==> config.mk <==
export PLATFORM = sky130hd
export DESIGN_NAME = murmur2_hash32
export DESIGN_NICKNAME = d
export VERILOG_FILES = /design/src/rtl/m2h_pkg.sv /design/src/rtl/m2h_front.sv /design/src/rtl/m2h_queue.sv /design/src/rtl/m2h_core.sv /design/src/rtl/murmur2_hash32.sv
export SDC_FILE = /design/constraint.sdc
export NUM_CORES = 1
export LEC_CHECK = 0
export BUFFER_PORTS_ARGS = -buffer_cell sky130_fd_sc_hd__buf_2
export CAP_MARGIN = 5
export CORE_AREA = 2 2 294 296
export DETAILED_ROUTE_END_ITERATION = 8
export DIE_AREA = 0 0 296 298
export SYNTH_ARGS = -nofsm -noshare
export SYNTH_HDL_FRONTEND = slang
export SYNTH_SLANG_ARGS = --single-unit
==> constraint.sdc <==
create_clock -name clock -period 10.62 [get_ports clock]
set_clock_uncertainty 0.15 [all_clocks]
set_input_delay 1.593 -clock clock [delete_from_list [all_inputs] [get_ports clock]]
set_output_delay 1.593 -clock clock [all_outputs]
set_load 0.03 [all_outputs]
==> src/rtl/m2h_pkg.sv <==
// Shared types and constants for the streaming MurmurHash2 block.
// Used by the front end, the queue, the hash core and the top level.
package m2h_pkg;

   localparam logic [31:0] MIX_MUL     = 32'h5bd1e995;
   localparam int unsigned MIX_SHIFT   = 24;
   localparam int unsigned FIN_SHIFT_A = 13;
   localparam int unsigned FIN_SHIFT_B = 15;

   localparam int unsigned CSR_ADDR_W = 3;
   localparam logic        IDX_SEED   = 1'b0;

   typedef enum logic [1:0] {
      OP_FULL,
      OP_TAIL,
      OP_NONE
   } op_type;

   typedef struct packed {
      op_type      op;
      logic        use_init;
      logic        last;
      logic [31:0] word;
      logic [31:0] init;
   } entry_type;

   typedef struct packed {
      logic full;
      logic empty;
   } q_stat_type;

   typedef struct packed {
      logic pop;
      logic busy;
   } core_stat_type;

endpackage

==> src/rtl/m2h_front.sv <==
// Front end: sorts each incoming item into a full word, a tail or nothing to mix.
// Masks the tail bytes and forms the starting hash. Depends on m2h_pkg.
module m2h_front (
   input  logic [31:0]       word,
   input  logic [2:0]        bytes_valid,
   input  logic              first,
   input  logic              last,
   input  logic [31:0]       total_length,
   input  logic [31:0]       seed,
   output m2h_pkg::entry_type entry
);

   logic [31:0] tail_mask;

   always_comb begin
      case (bytes_valid[1:0])
         2'd1:    tail_mask = 32'h0000_00ff;
         2'd2:    tail_mask = 32'h0000_ffff;
         2'd3:    tail_mask = 32'h00ff_ffff;
         default: tail_mask = 32'hffff_ffff;
      endcase
   end

   always_comb begin
      entry.use_init = first;
      entry.last     = last;
      entry.init     = seed ^ total_length;
      if (!last || bytes_valid >= 3'd4) begin
         entry.op   = m2h_pkg::OP_FULL;
         entry.word = word;
      end else if (bytes_valid == 3'd0) begin
         entry.op   = m2h_pkg::OP_NONE;
         entry.word = word;
      end else begin
         entry.op   = m2h_pkg::OP_TAIL;
         entry.word = word & tail_mask;
      end
   end

endmodule

==> src/rtl/m2h_queue.sv <==
// Short first-in first-out queue of sorted items between front end and core.
// Depends on m2h_pkg for the entry and status types.
module m2h_queue #(
   parameter int DEPTH = 2
) (
   input  logic                 clock,
   input  logic                 reset,
   input  logic                 push,
   input  m2h_pkg::entry_type   push_entry,
   input  logic                 pop,
   output m2h_pkg::entry_type   head,
   output m2h_pkg::q_stat_type  stat
);

   localparam int PTR_W = $clog2(DEPTH);
   localparam int CNT_W = $clog2(DEPTH + 1);

   m2h_pkg::entry_type slot_ff [DEPTH];
   logic [PTR_W-1:0]   wr_ptr_ff;
   logic [PTR_W-1:0]   rd_ptr_ff;
   logic [CNT_W-1:0]   count_ff;
   logic               do_push;
   logic               do_pop;

   assign stat.full  = (count_ff == CNT_W'(DEPTH));
   assign stat.empty = (count_ff == '0);
   assign do_push    = push && !stat.full;
   assign do_pop     = pop && !stat.empty;
   assign head       = slot_ff[rd_ptr_ff];

   always_ff @(posedge clock) begin
      if (do_push) begin
         slot_ff[wr_ptr_ff] <= push_entry;
      end
   end

   always_ff @(posedge clock) begin
      if (reset) begin
         wr_ptr_ff <= '0;
         rd_ptr_ff <= '0;
         count_ff  <= '0;
      end else begin
         if (do_push) begin
            wr_ptr_ff <= (wr_ptr_ff == PTR_W'(DEPTH - 1)) ? '0 : wr_ptr_ff + 1'b1;
         end
         if (do_pop) begin
            rd_ptr_ff <= (rd_ptr_ff == PTR_W'(DEPTH - 1)) ? '0 : rd_ptr_ff + 1'b1;
         end
         if (do_push && !do_pop) begin
            count_ff <= count_ff + 1'b1;
         end else if (do_pop && !do_push) begin
            count_ff <= count_ff - 1'b1;
         end
      end
   end

endmodule

==> src/rtl/m2h_core.sv <==
// Hash core: mixes queued items into the running hash with one shared multiplier.
// Applies the final avalanche and holds the digest. Depends on m2h_pkg.
module m2h_core (
   input  logic                  clock,
   input  logic                  reset,
   input  m2h_pkg::entry_type    head,
   input  m2h_pkg::q_stat_type   q_stat,
   output m2h_pkg::core_stat_type stat,
   output logic                  rsp_valid,
   input  logic                  rsp_stall,
   output logic [31:0]           rsp_digest
);

   typedef enum logic [2:0] {
      ST_IDLE,
      ST_KEY1,
      ST_KEY2,
      ST_HMUL,
      ST_TAIL,
      ST_FIN,
      ST_OUT
   } state_type;

   state_type   state_ff, state_in;
   logic [31:0] run_ff, run_in;
   logic [31:0] acc_ff, acc_in;
   logic [31:0] k_ff, k_in;
   logic        last_ff, last_in;
   logic        valid_ff, valid_in;
   logic [31:0] digest_ff, digest_in;
   logic [31:0] mul_a;
   logic [31:0] mul_p;

   assign stat.busy  = (state_ff != ST_IDLE);
   assign stat.pop   = (state_ff == ST_IDLE) && !q_stat.empty;
   assign rsp_valid  = valid_ff;
   assign rsp_digest = digest_ff;

   always_comb begin
      case (state_ff)
         ST_KEY1: mul_a = k_ff;
         ST_KEY2: mul_a = k_ff ^ (k_ff >> m2h_pkg::MIX_SHIFT);
         ST_HMUL: mul_a = acc_ff;
         ST_TAIL: mul_a = acc_ff ^ k_ff;
         ST_FIN:  mul_a = acc_ff ^ (acc_ff >> m2h_pkg::FIN_SHIFT_A);
         default: mul_a = '0;
      endcase
   end

   assign mul_p = 32'(mul_a * m2h_pkg::MIX_MUL);

   always_comb begin
      state_in  = state_ff;
      run_in    = run_ff;
      acc_in    = acc_ff;
      k_in      = k_ff;
      last_in   = last_ff;
      valid_in  = valid_ff && rsp_stall;
      digest_in = digest_ff;
      unique case (state_ff)
         ST_IDLE: begin
            if (!q_stat.empty) begin
               acc_in  = head.use_init ? head.init : run_ff;
               k_in    = head.word;
               last_in = head.last;
               case (head.op)
                  m2h_pkg::OP_FULL: state_in = ST_KEY1;
                  m2h_pkg::OP_TAIL: state_in = ST_TAIL;
                  default: begin
                     run_in   = acc_in;
                     state_in = ST_FIN;
                  end
               endcase
            end
         end
         ST_KEY1: begin
            k_in     = mul_p;
            state_in = ST_KEY2;
         end
         ST_KEY2: begin
            k_in     = mul_p;
            state_in = ST_HMUL;
         end
         ST_HMUL: begin
            acc_in   = mul_p ^ k_ff;
            run_in   = acc_in;
            state_in = last_ff ? ST_FIN : ST_IDLE;
         end
         ST_TAIL: begin
            acc_in   = mul_p;
            run_in   = acc_in;
            state_in = ST_FIN;
         end
         ST_FIN: begin
            acc_in   = mul_p;
            state_in = ST_OUT;
         end
         ST_OUT: begin
            if (!valid_ff || !rsp_stall) begin
               digest_in = acc_ff ^ (acc_ff >> m2h_pkg::FIN_SHIFT_B);
               valid_in  = 1'b1;
               state_in  = ST_IDLE;
            end
         end
         default: state_in = ST_IDLE;
      endcase
   end

   always_ff @(posedge clock) begin
      acc_ff    <= acc_in;
      k_ff      <= k_in;
      last_ff   <= last_in;
      digest_ff <= digest_in;
      if (reset) begin
         state_ff <= ST_IDLE;
         run_ff   <= '0;
         valid_ff <= 1'b0;
      end else begin
         state_ff <= state_in;
         run_ff   <= run_in;
         valid_ff <= valid_in;
      end
   end

endmodule

==> src/rtl/murmur2_hash32.sv <==
// Top level of the streaming 32-bit MurmurHash2 block with its seed register.
// Instantiates m2h_front, m2h_queue and m2h_core; depends on m2h_pkg.
//
//   channel   direction  handshake            payload
//   req       in         req_valid/req_stall  word, bytes_valid, first, last, total_length
//   rsp       out        rsp_valid/rsp_stall  digest
//   csr       in/out     APB, pready high     seed at byte address 0
//
// A full word takes the core states KEY1, KEY2 and HMUL, a last one also FIN and OUT;
// a last tail TAIL, FIN and OUT, a last empty word FIN and OUT; all share one multiplier.
// The queue takes items while the core works, up to QUEUE_DEPTH of them.
// Synchronous reset clears the queue, the core state, the running hash and the seed.
// A stalled digest holds in the output register; the core waits on it only
// when it has the next digest ready.
module murmur2_hash32 #(
   parameter int QUEUE_DEPTH = 2
) (
   input  logic                            clock,
   input  logic                            reset,
   input  logic                            req_valid,
   output logic                            req_stall,
   input  logic [31:0]                     req_word,
   input  logic [2:0]                      req_bytes_valid,
   input  logic                            req_first,
   input  logic                            req_last,
   input  logic [31:0]                     req_total_length,
   output logic                            rsp_valid,
   input  logic                            rsp_stall,
   output logic [31:0]                     rsp_digest,
   input  logic                            csr_psel,
   input  logic                            csr_penable,
   input  logic                            csr_pwrite,
   input  logic [m2h_pkg::CSR_ADDR_W-1:0]  csr_paddr,
   input  logic [31:0]                     csr_pwdata,
   output logic [31:0]                     csr_prdata,
   output logic                            csr_pready
);

   logic [31:0]            seed_ff;
   logic                   seed_wr;
   logic                   push;
   m2h_pkg::entry_type     front_entry;
   m2h_pkg::entry_type     head;
   m2h_pkg::q_stat_type    q_stat;
   m2h_pkg::core_stat_type core_stat;

   assign csr_pready = 1'b1;
   assign seed_wr    = csr_psel && csr_penable && csr_pwrite && csr_pready
                       && (csr_paddr[2] == m2h_pkg::IDX_SEED);
   assign csr_prdata = (csr_paddr[2] == m2h_pkg::IDX_SEED) ? seed_ff : 32'd0;

   always_ff @(posedge clock) begin
      if (reset) begin
         seed_ff <= '0;
      end else if (seed_wr) begin
         seed_ff <= csr_pwdata;
      end
   end

   assign req_stall = q_stat.full;
   assign push      = req_valid && !req_stall;

   m2h_front u_front (
      .word         (req_word),
      .bytes_valid  (req_bytes_valid),
      .first        (req_first),
      .last         (req_last),
      .total_length (req_total_length),
      .seed         (seed_ff),
      .entry        (front_entry)
   );

   m2h_queue #(
      .DEPTH (QUEUE_DEPTH)
   ) u_queue (
      .clock      (clock),
      .reset      (reset),
      .push       (push),
      .push_entry (front_entry),
      .pop        (core_stat.pop),
      .head       (head),
      .stat       (q_stat)
   );

   m2h_core u_core (
      .clock      (clock),
      .reset      (reset),
      .head       (head),
      .q_stat     (q_stat),
      .stat       (core_stat),
      .rsp_valid  (rsp_valid),
      .rsp_stall  (rsp_stall),
      .rsp_digest (rsp_digest)
   );

   a_pop_needs_item: assert property (@(posedge clock) disable iff (reset)
      core_stat.pop |-> !q_stat.empty)
      else $error("core popped an empty queue");

   a_digest_from_core: assert property (@(posedge clock) disable iff (reset)
      $rose(rsp_valid) |-> $past(core_stat.busy))
      else $error("digest appeared without core activity");

   a_reset_clears: assert property (@(posedge clock)
      $past(reset) |-> (q_stat.empty && !rsp_valid && !core_stat.busy))
      else $error("reset left queue or core occupied");

endmodule

==> impl_metrics.csv <==
group,metric,value,unit
clock_tree,max-clock-path-buffers,3,
worst_setup_path,criticalPathCategory,"reg2reg",
synthesis,synth_edf_count,233,
synthesis,ys_types,80,
timing,fmax,106.4,MHz
clock_tree,worstSkewPairLatency,570,ps
synthesis,synth_area_leaders,"edfxtp_1, fa_1, ha_1, dfxtp_1, inv_1",
floorplan,fp.dieArea,0.08821,mm^2
timing,tightest_slew,1135,ps
routing,wl_met1,30.13,mm
placement,routabilityCongestion,0.8708,
global_routing,grt_max_degree,66,
final_layout,multiInputGateArea,0.01349,mm^2
synthesis,post-synth-top-area-fraction,29.57,%
routing,drc,0,
routing,num_vias,16820,
global_routing,grt_pass1_wl,104.0,mm
global_routing,gr-total-overflow,0,
timing,rsz0062_at_grt,"false",
routing,wl_met2,31.87,mm
final_layout,register_area,0.008466,mm^2
routing,routed_via_density,4.698,
placement,pre_cts_ws,1284,ps
timing,tns,0,ps
synthesis,synth_top_cell_by_area,"edfxtp_1",
floorplan,row_count,107,
worst_setup_path,cp.arrival,9520,ps
clock_tree,cts_made_buffers,35,
routing,highest_layer,"met5",
timing,slew_headroom,24.18,%
synthesis,synth_nets,2752,
floorplan,pin_count,178,
routing,wl_per_cell,19.13,um
worst_setup_path,crit_required,10740,ps
synthesis,yosysSeqAreaShare,35.75,%
synthesis,netlist_area,0.02366,mm^2
final_layout,synthToLayoutAreaGrowth,14.96,%
worst_setup_path,crit_top_cell,"fa_1",
final_layout,diodes,0,
placement,dp_hpwl,53.03,mm
timing,finalCritPeriodShare,88.53,%
outcome,outcome,"completed",
flow_run,drv_cap,0,
placement,io_buffers,174,
floorplan,die_w,296,um
synthesis,yosys_register_bits,306,
timing,layout_min_cycle_time,9402,ps
final_layout,drive_gt1_share,13.14,%
clock_tree,hold_buffers,0,
synthesis,avgSynthCellArea,10.55,um^2
global_routing,antenna_found_initial,6,
floorplan,fp.coreArea,0.08488,mm^2
worst_setup_path,max_stage_delay,700,ps
worst_setup_path,worstPathMaxFanout,61,
clock_tree,cts_tree,"yes",
synthesis,yosysWarnings,0,
synthesis,postSynth.asyncResetShare,0,%
floorplan,start_util,27.88,%
global_routing,track_usage,15.62,%
routing,dr.pass1.iters,5,
routing,wl_met3,4.025,mm
min_path,whs_path_depth,2,
global_routing,grt_pass1_vias,16847,
routing,drt-total-wl,68.47,mm
floorplan,die_y,298,um
timing,finalSetupViolations,0,
timing,fin_ws,1218,ps
worst_setup_path,ff2ff_path_depth,29,
clock_tree,post_cts_resized,0,
clock_tree,postCtsSetupBuffers,0,
clock_tree,clk_root_buffer_cell,"clkbuf_16",
clock_tree,clkTransAtPathRegs,60,ps
synthesis,synthCells,2242,
synthesis,synthTopCellsByCount,"inv_1, edfxtp_1, ha_1",
synthesis,ys.flop_type,"edfxtp_1",
routing,detail-route-antenna-nets,0,
clock_tree,htreeDepth,2,
timing,hold_violations,0,
final_layout,n_fill_cell,8742,
worst_setup_path,startpoint_type,"flop",
worst_setup_path,slowest_stage,"a21o_1",
routing,drt_iter0_drc,1212,
timing,slew_viol_final,0,
final_layout,nets,2921,
min_path,hold_path.class,"reg2reg",
synthesis,yosysMostFrequentCell,"inv_1",
clock_tree,clkSinkCount,306,
worst_setup_path,end_kind,"flop",
-- final timing paths --
check | startpoint | endpoint | slack, ps
worst max-delay path | u_core.state_ff[0] | u_core.acc_ff[31] | 1220
worst min-delay path | seed_ff[15] | seed_ff[15] | 320
worst max register to register | u_core.state_ff[0] | u_core.acc_ff[31] | 1220
worst min register to register | seed_ff[15] | seed_ff[15] | 320
-- state kept, by name, summed over array words and instances, names as in the netlist, named ones only --
signal and cells:
u_core.run_ff 32, seed_ff 32, u_queue.count_ff 2, u_queue.rd_ptr_ff 1, u_queue.slot_ff 136, u_core.last_ff 1, u_core.state_ff 3, u_core.rsp_valid 1
u_core.k_ff 32, u_core.acc_ff 32, u_queue.wr_ptr_ff 1, u_core.rsp_digest 32
-- worst max-delay path, delay by kind of cell (launching register included) --
family                     cells  cell delay [ps]
adders and majority gates      9             4140
AOI/OAI and AO/OA              5             1740
and+or+nand+nor                4              970
buffers and inverters          7              800
xor gates and xnor gates       3              540
DFF                            1              490
muxes                          1              260
-- per-layer routing --
metal | track usage (%) | vias to the layer above
li1 | - | 7948
met1 | 21.24 | 8228
met2 | 24.97 | 525
met3 | 2.395 | 117
met4 | 5.856 | 2
met5 | 0 | -
-- through the flow --
step,utilization [%],area [um^2],hold slack (ps),cells
floorplan,-,23660,306.5,2242
global placement,30.68,26050,314.1,3518
detailed placement,30.68,26050,317.5,3518
CTS,32.04,27200,325.5,3580
global route,32.04,27200,341.7,3580
finish,32.04,27200,324.4,3580
-- logic make-up after synthesis --
group,Yosys count,share of synthesized area [%]
AOI/OAI and AO/OA,416,11.54
xor gates and xnor gates,161,6.272
adders and majority gates,399,26.81
buffers and inverters,459,7.425
DFF,306,35.75
muxes,94,4.040
other,1,0.01585
and+or+nand+nor,406,8.144
-- final cells by class --
type	count	area share, %
multi-input combinational	1477	49.61
inverter	362	4.996
clock inverter	20	0.8878
tap	1144	5.263
clock buffer	42	3.354
sequential	306	31.13
timing repair buffer	229	4.766
-- cells in the final DEF, fill, tap and decap left out, types with 82 or more instances in the layout --
master / count
a21oi_1: 98
nand2_1: 175
edfxtp_1: 233
xor2_1: 87
o21ai_0: 95
ha_1: 219
inv_1: 361
mux2i_1: 82
nor2b_1: 84
fa_1: 180
buf_2: 174
Power is left out: the tool's default activity adds up to more than one toggle a clock period on the data nets, which glitch-free logic cannot reach.
